===== src/design/dsa_pkg.sv =====
// ----------------------------------------------------------------------------
// dsa_pkg - shared types and constants for the descrambler slot allocator
// Command and outcome codes, field widths and sequencer states.
// ----------------------------------------------------------------------------
`default_nettype none

package dsa_pkg;

    localparam int CMD_W       = 2;
    localparam int ADAPTER_W   = 4;
    localparam int ID_W        = 12;
    localparam int SLOT_W      = 6;
    localparam int OUTCOME_W   = 3;
    localparam int NUM_SLOTS_W = 7;
    localparam int APB_DATA_W  = 32;
    localparam int APB_ADDR_W  = 3;

    localparam logic [NUM_SLOTS_W-1:0] DEFAULT_SLOTS = 7'd16;

    // register index carried by paddr[2]
    localparam logic REG_NUM_SLOTS = 1'b0;

    typedef enum logic [CMD_W-1:0] {
        CMD_ALLOC   = 2'd0,
        CMD_RELEASE = 2'd1,
        CMD_CLEAR   = 2'd2
    } t_cmd;

    typedef enum logic [OUTCOME_W-1:0] {
        OC_EXISTING = 3'd0,
        OC_CLAIMED  = 3'd1,
        OC_FALLBACK = 3'd2,
        OC_RELEASED = 3'd3,
        OC_NOTFOUND = 3'd4,
        OC_CLEARED  = 3'd5
    } t_outcome;

    typedef enum logic [3:0] {
        ST_INIT,
        ST_IDLE,
        ST_READ,
        ST_CHECK,
        ST_CLAIM,
        ST_MOD_START,
        ST_MOD_WAIT,
        ST_CLEAR,
        ST_EMIT
    } t_state;

endpackage

`default_nettype wire


===== src/design/dsa_mod_unit.sv =====
// ----------------------------------------------------------------------------
// dsa_mod_unit - iterative remainder of a program id by the slot count
// Restoring division, one dividend bit per cycle; only the remainder is kept.
// ----------------------------------------------------------------------------
`default_nettype none

module dsa_mod_unit
    import dsa_pkg::*;
#(
    parameter int DW = 7
) (
    input  wire logic            i_clk,
    input  wire logic            i_rst_n,
    input  wire logic            i_start,
    input  wire logic [ID_W-1:0] i_dividend,
    input  wire logic [DW-1:0]   i_divisor,
    output logic                 o_done,
    output logic [DW-1:0]        o_rem
);

    localparam int CNT_W = $clog2(ID_W + 1);

    logic             r_busy;
    logic             r_done;
    logic [CNT_W-1:0] r_cnt;
    logic [ID_W-1:0]  r_dvd;
    logic [DW-1:0]    r_div;
    logic [DW-1:0]    r_rem;
    logic [DW:0]      w_trial;
    logic [DW:0]      w_next;

    // shift in the next dividend bit, subtract when it fits
    always_comb begin
        w_trial = {r_rem, r_dvd[ID_W-1]};
        if (w_trial >= {1'b0, r_div}) begin
            w_next = w_trial - {1'b0, r_div};
        end else begin
            w_next = w_trial;
        end
    end

    always_ff @(posedge i_clk) begin
        if (!i_rst_n) begin
            r_busy <= 1'b0;
            r_done <= 1'b0;
            r_cnt  <= '0;
        end else begin
            r_done <= 1'b0;
            if (i_start) begin
                r_busy <= 1'b1;
                r_cnt  <= CNT_W'(ID_W);
            end else if (r_busy) begin
                r_cnt <= r_cnt - 1'b1;
                if (r_cnt == CNT_W'(1)) begin
                    r_busy <= 1'b0;
                    r_done <= 1'b1;
                end
            end
        end
    end

    always_ff @(posedge i_clk) begin
        if (i_start) begin
            r_dvd <= i_dividend;
            r_div <= i_divisor;
            r_rem <= '0;
        end else if (r_busy) begin
            r_dvd <= {r_dvd[ID_W-2:0], 1'b0};
            r_rem <= w_next[DW-1:0];
        end
    end

    assign o_done = r_done;
    assign o_rem  = r_rem;

endmodule

`default_nettype wire


===== config.mk =====
export PLATFORM = sky130hd
export DESIGN_NAME = dsa_mod_unit
export DESIGN_NICKNAME = d
export VERILOG_FILES = /design/src/design/dsa_pkg.sv /design/src/design/dsa_mod_unit.sv
export SDC_FILE = /design/constraint.sdc
export NUM_CORES = 1
export LEC_CHECK = 0
export ABC_CLOCK_PERIOD_IN_PS = 2500
export BUFFER_PORTS_ARGS = -buffer_cell sky130_fd_sc_hd__buf_2
export CAP_MARGIN = 20
export CORE_ASPECT_RATIO = 1.5
export CORE_MARGIN = 2
export CORE_UTILIZATION = 55
export CTS_CLUSTER_DIAMETER = 150
export DETAILED_ROUTE_END_ITERATION = 6
export PLACE_DENSITY = 0.84
export SLEW_MARGIN = 15
export SYNTH_ARGS = -nofsm -noshare
export SYNTH_HDL_FRONTEND = slang
export SYNTH_SLANG_ARGS = --single-unit

===== constraint.sdc =====
create_clock -name i_clk -period 2.5 [get_ports i_clk]
set_input_delay 0.25 -clock i_clk [delete_from_list [all_inputs] [get_ports i_clk]]
set_output_delay 0.25 -clock i_clk [all_outputs]
set_load 0.1 [all_outputs]

==> results.yml, run 1 <==
synthesis:
  edff_count_synth: 19
  yosys.area_share.xor_xnor: 0.0298
  area_share_of_fa_ha_maj_cells_after_synthesis: 0.0752
  dominantRegCellSynth: "edfxtp_1"
  synth_compound_gate_area_share: 0.152
  share_of_the_yosys_chip_area_belonging_to_registers: 0.471
  ys_types: 49
  synthesis.nets: 189
  synth_area_per_cell_um2: 11.2
  yosysWarningCount: 0
  asyncSetResetFlopFracSynth: 0
  dominant_combinational_cell_family_by_area_after_synthesis: "compound AO/OA/AOI/OAI gates"
  syn_inst: 157
  yosys.area_share.simple: 0.151
  synth.cell_area_um2: 1760
  post_synth_mux_area_share: 0.0703
  synth.ff_latch_count: 32
sta:
  layout_worst_path_cycle_share: 0.824
  finalCriticalPeriod_ns: 2.06
  finalSetupViolations: 0
  report.final.hold_viol_count: 0
  rsz_0062_raised_after_global_routing: "no"
  slew_headroom: 0.553
  worst_skew_ns: 0.00503
  fmax_ghz: 0.485
  final_max_slew_viol_count: 0
  tns_ns: 0
  transition_time_at_the_pin_with_the_least_slew_margin_ns: 0.670
grt:
  grt_antenna_before_repair: 0
  grt_pass1_vias: 1194
  global_route_wire_length_before_repair_mm: 4.99
  grt_max_degree: 39
  grt_use_total: 0.183
  grt_overflow: 0
final_layout:
  design.final.nets: 219
  final_layout_size_suffix_gt1_frac: 0.303
  insertedDiodeCount: 0
  postLayoutCellArea_um2: 2010
  most_frequent_cells_in_the_layout: "buf_2 (29), edfxtp_1 (19), inv_1 (14)"
  area_delta_synth_final_pct: 14.1
  mostFrequentLayoutCell: "buf_2"
floorplan:
  start_util: 0.569
  io-pin-count: 30
  area_enclosed_by_the_die_boundary_um2: 3680
  core.rowCount: 25
  core-area_um2: 3100
  die_x_um: 50.2
  die_height_um: 73.3
route:
  post_drt_wl_per_cell_um: 13.8
  via_count: 1262
  detail_route.wirelength_mm: 3.15
  dr.pass1.iters: 4
  drtIter0Drc: 35
  drt-vias-per-instance: 5.54
  ant_nets: 0
  route.detailed.drc: 0
setup_path:
  timing.critical_path.cells: "inv_1 -> ha_1 -> inv_1 -> fa_1 -> nand3_1 -> a31o_1 -> a211oi_1 -> a311oi_2"
  crit_path_max_incr_delay_ns: 0.40
  timing.critical_path.buf_inv: 2
  worst_ep_required_time_ns: 2.69
  cpMaxStageDelayCell: "fa_1"
  critical_path.startpoint_type: "register"
  critical_path_arrival_ns: 2.25
  path_max_fanout: 9
  cp_top_family: "compound AO/OA/AOI/OAI gates"
  worst-setup-path-type: "reg2reg"
  r2r_setup_slack_ns: 0.44
  cp_common_cell: "inv_1"
  critPathCaptureType: "register"
placement:
  place_congestion: 0.777
  dp_hpwl_mm: 2.37
  dpl_cell_area_um2: 1930
  portBuffers: 29
clocking:
  ctsRootBufferMaster: "clkbuf_8"
  clk_path_buf_depth: 2
  cts_made_buffers: 5
  clock_pin_slew_reported_for_the_worst_setup_and_hold_paths_after_clock_tree_synthesis_ns: 0.06
  tritoncts: "yes"
  h-tree-depth: 2
  cts.hold.buffers_added: 0
  postCtsResizedCells: 0
  clock_sinks: 32
  worstSkewPairLatency_ns: 0.28
  postCtsSetupBuffers: 0
pwr:
  clock_share_of_power: 0.297
  power.leakage_uw: 0.000844
  power_report.internal_total_uw: 904
  ir_drop_uv: 512
  power.density_nw_per_um2: 626
  sw_frac_of_total: 0.281
  combPwrFrac: 0.205
  power_frac_seq: 0.499
  power.switching_uw: 353
flow_run:
  maxCapViolCount: 0
outcome:
  run_status: "finished, final reports clean"
min_path:
  min-delay-path-class: "in2reg"
-- layer usage --
| layer | track usage | share of wire |
|---|---|---|
| met5 | 0 | 0 |
| met4 | 0.105 | 0.027 |
| met3 | 0.0528 | 0.044 |
| met2 | 0.320 | 0.51 |
| met1 | 0.192 | 0.41 |
-- layout make-up --
type                       count  area, um2
inverter                      14       52.6
clock inverter                 1       5.00
tap                           40       50.0
clock buffer                   7       76.3
fill                         251       1090
multi-input combinational    104        843
sequential                    32        831
timing repair buffer          30        153
-- flip-flops by register name, indices dropped and copies added (netlist names) --
register / cells
o_done: 1
o_rem: 7
r_busy: 1
r_cnt: 4
r_div: 7
r_dvd: 12
-- through the flow --
stage | power (uW) | utilization | instances | setup slack [ns] | hold WS (ns)
finish | 1260 | 0.649 | 228 | 0.440 | 0.141
detailed placement | 897 | 0.623 | 220 | 0.456 | 0.428
CTS | 1270 | 0.649 | 228 | 0.438 | 0.135
global placement | 885 | 0.623 | 220 | 0.600 | 0.426
global route | 1310 | 0.649 | 228 | 0.296 | 0.140
floorplan | 835 | - | 157 | 0.0783 | 0.349
-- cell usage after synthesis, types with 2 or more instances --
cell,number,area [um2]
nor2b_1,3,18.8
edfxtp_1,19,571
o21a_1,3,22.5
inv_1,14,52.6
mux2_2,11,124
a211oi_1,3,22.5
nand3b_1,2,15.0
or2_2,2,12.5
nor3b_1,6,45.0
nor3_1,3,15.0
nor2_1,9,33.8
nand3_1,3,15.0
xnor2_1,5,43.8
a31oi_1,4,25.0
o21ai_0,3,15.0
o31ai_1,2,15.0
ha_1,9,113
nand2_1,8,30.0
a21oi_1,2,10.0
nand2b_1,2,12.5
clkbuf_1,4,15.0
dfxtp_1,13,260
-- path summary, 6_finish.rpt --
check,cells past startpoint,startpoint,to
max,8,r_dvd[11]$_DFFE_PP_,o_rem[1]$_SDFFE_PP0P_
min,1,i_divisor[0],r_div[0]$_DFFE_PP_
min reg2reg,2,r_cnt[1]$_SDFFE_PP0P_,r_cnt[1]$_SDFFE_PP0P_
max reg2reg,8,r_dvd[11]$_DFFE_PP_,o_rem[1]$_SDFFE_PP0P_
-- power groups by stage --
stage          combinational [uW]  clock [uW]  sequential [uW]
3_3_place_gp                  248           0              637
5_1_grt                       281         397              632
6_report                      257         373              627
2_1_floorplan                 165           0              671
4_1_cts                       259         382              628
3_5_place_dp                  258           0              639
-- cells by family after synthesis --
kind of cell             Yosys count
AND/OR/NAND/NOR                   47
flip-flops                        32
adder cells (fa/ha/maj)           10
multiplexers                      11
AO/OA/AOI/OAI                     30
buffers and inverters             21
XOR/XNOR                           6
No activity file was read; power rests on OpenSTA's default activity.
==> run 2, diff against run 1 <==
- ABC_AREA: not set -> 1
- ABC_CLOCK_PERIOD_IN_PS: 2500 -> 1800
- CORE_UTILIZATION: 55 -> 50
- PLACE_DENSITY: 0.84 -> 0.81
- clock period: 2.5 -> 1.8 ns (I/O delays scaled with it)
==> results.yml, run 2 <==
pwr:
  power_frac_seq: 0.443
  power.total_uw: 1970
  combPwrFrac: 0.220
  clock_share_of_power: 0.337
  power.leakage_uw: 0.00109
  power.density_nw_per_um2: 946
  ir_drop_uv: 843
  power.switching_uw: 568
  sw_frac_of_total: 0.288
  power_report.internal_total_uw: 1400
floorplan:
  area_enclosed_by_the_die_boundary_um2: 3900
  start_util: 0.514
  die_height_um: 75.5
  core.rowCount: 26
  core-area_um2: 3320
  die_x_um: 51.7
  io-pin-count: 30
setup_path:
  cpMaxStageDelayCell: "fa_2"
  critical_path_arrival_ns: 1.97
  path_max_fanout: 2
  timing.critical_path.cells: "inv_2 -> ha_4 -> inv_4 -> fa_2 -> nand2_2 -> nand2_2 -> nand2_2 -> buf_4 -> xor2_1 -> nand2_1 -> nand3_2 -> nand2_1"
  worst_ep_required_time_ns: 1.98
  worst-setup-path-type: "reg2reg"
  crit_path_max_incr_delay_ns: 0.40
  critPathCaptureType: "register"
  critical_path.startpoint_type: "register"
  r2r_setup_slack_ns: 0.005
  cp_common_cell: "nand2_2"
  timing.critical_path.buf_inv: 3
  cp_top_family: "adder cells"
clocking:
  clock_pin_slew_reported_for_the_worst_setup_and_hold_paths_after_clock_tree_synthesis_ns: 0.07
  h-tree-depth: 2
  cts.hold.buffers_added: 0
  cts_made_buffers: 5
  clk_path_buf_depth: 2
  ctsRootBufferMaster: "clkbuf_8"
  clock_sinks: 32
  tritoncts: "yes"
  worstSkewPairLatency_ns: 0.28
grt:
  grt_overflow: 0
  grt_max_degree: 21
  grt_antenna_before_repair: 0
  grt_pass1_vias: 1293
  global_route_wire_length_before_repair_mm: 5.43
  grt_use_total: 0.193
synthesis:
  synth.cell_area_um2: 1700
  yosys.area_share.xor_xnor: 0.0103
  share_of_the_yosys_chip_area_belonging_to_registers: 0.488
  netlist_top_cells_area: "edfxtp_1 (33%), dfxtp_1 (15%), nand2_1 (15%), inv_1 (7.7%), ha_1 (6.6%)"
  synth_top_cell_area_share: 0.335
  synth_area_per_cell_um2: 8.35
  area_share_of_fa_ha_maj_cells_after_synthesis: 0.0778
  post_synth_mux_area_share: 0
  edff_count_synth: 19
  yosysWarningCount: 0
  ys_types: 28
  dominant_combinational_cell_family_by_area_after_synthesis: "simple AND/OR/NAND/NOR gates"
  synthDominantAreaCellType: "edfxtp_1"
  synthesis.nets: 236
  syn_inst: 204
  synth_compound_gate_area_share: 0.0463
  yosys.area_share.simple: 0.293
  dominantRegCellSynth: "edfxtp_1"
  asyncSetResetFlopFracSynth: 0
  synth.most_common_cell: "nand2_1"
  synth_top_cells_by_count: "nand2_1 (69), inv_1 (35), nand3_1 (20), edfxtp_1 (19), dfxtp_1 (13)"
  synth.ff_latch_count: 32
min_path:
  min-delay-path-class: "in2reg"
final_layout:
  insertedDiodeCount: 0
  final_layout_size_suffix_gt1_frac: 0.258
  n_fill_cell: 299
  most_frequent_cells_in_the_layout: "nand2_1 (67), inv_1 (33), buf_2 (29)"
  design.final.nets: 275
  mostFrequentLayoutCell: "nand2_1"
  most_flops_register: "r_dvd"
  largest_reg_flops: 12
  postLayoutCellArea_um2: 2080
  area_delta_synth_final_pct: 22.2
flow_run:
  maxCapViolCount: 0
outcome:
  run_status: "finished, final reports clean"
sta:
  transition_time_at_the_pin_with_the_least_slew_margin_ns: 0.487
  finalSetupViolations: 0
  report.final.hold_viol_count: 0
  worst_skew_ns: 0.00749
  fmax_ghz: 0.557
  final_max_slew_viol_count: 0
  rsz_0062_raised_after_global_routing: "yes"
  slew_headroom: 0.678
  layout_worst_path_cycle_share: 0.997
  finalCriticalPeriod_ns: 1.79
route:
  route.detailed.drc: 0
  dr.pass1.iters: 4
  via_count: 1403
  detail_route.wirelength_mm: 3.35
  ant_nets: 0
  drtIter0Drc: 44
  post_drt_wl_per_cell_um: 11.7
  drt-vias-per-instance: 4.91
placement:
  portBuffers: 29
  dpl_cell_area_um2: 1920
  place_congestion: 0.897
  dp_hpwl_mm: 2.55
==> run 2: cell types whose count changed after synthesis, moves of 4 or more <==
cell	delta
xnor2_1	-4
nand3_1	+17
inv_1	+21
nand2_1	+61
nor3b_1	-6
o21ai_1	+4
a31oi_1	-4
mux2_2	-11
==> run 2: per-layer routing <==
metal | vias up | track usage | routed length [um]
met5 | - | 0 | 0
met4 | 0 | 0.114 | 80
met3 | 8 | 0.0490 | 149
met2 | 42 | 0.339 | 1780
met1 | 627 | 0.207 | 1330
li1 | 726 | - | -
==> run 2: cells by family (layout without fill, tap and decap cells) <==
logic type,count (synthesis),count (layout)
flops,32,32
compound gates,12,12
simple gates,110,110
buf+inv,38,78
xor+xnor,2,2
fa+ha+maj,10,10
==> run 2: power groups by stage <==
stage | registers [uW] | logic [uW] | clock network [uW]
detailed placement | 888 | 402 | 0
floorplan | 958 | 233 | 0
global route | 880 | 482 | 711
CTS | 872 | 405 | 679
finish | 873 | 433 | 664
global placement | 885 | 397 | 0
==> run 2: worst paths after layout <==
| check | endpoint | start | depth (start not counted) |
|---|---|---|---|
| worst max-delay path | o_rem[4]$_SDFFE_PP0P_ | r_dvd[11]$_DFFE_PP_ | 12 |
| worst min-delay path | r_div[2]$_DFFE_PP_ | i_divisor[2] | 1 |
| worst max register to register | o_rem[4]$_SDFFE_PP0P_ | r_dvd[11]$_DFFE_PP_ | 12 |
| worst min register to register | o_rem[4]$_SDFFE_PP0P_ | o_rem[4]$_SDFFE_PP0P_ | 2 |
==> run 2: what timing repair did <==
action                                  CTS  global route
buffers inserted                          0             3
pin swaps                                 0             7
endpoints found under the setup margin    7             7
resized for setup                         1             9
gates cloned                              0             0
==> run 2: stage by stage <==
stage	util	cells	hold WS (ns)	setup TNS (ns)	setup WS (ns)
floorplan	-	204	0.279	0	0.0304
global placement	0.579	275	0.357	0	0.0261
detailed placement	0.579	275	0.358	-0.0791	-0.0364
CTS	0.612	283	0.0600	0	0.0184
global route	0.628	286	0.0559	-0.730	-0.145
finish	0.628	286	0.0686	0	0.00546
==> run 2: worst register-to-register path, cell delays in order (launching register included) <==
cell and delay, ns:
edfxtp_1 0.37, inv_2 0.09, ha_4 0.13, inv_4 0.04
fa_2 0.40, nand2_2 0.08, nand2_2 0.05, nand2_2 0.08
buf_4 0.11, xor2_1 0.15, nand2_1 0.08, nand3_2 0.06
nand2_1 0.04
==> run 2: layout make-up <==
class | count | area [um2] | share of cell area
sequential | 32 | 841 | 0.404
inverter | 35 | 134 | 0.0643
tap | 42 | 52.6 | 0.0252
timing repair buffer | 35 | 190 | 0.0913
clock inverter | 2 | 35.0 | 0.0168
clock buffer | 6 | 72.6 | 0.0348
multi-input combinational | 134 | 758 | 0.364
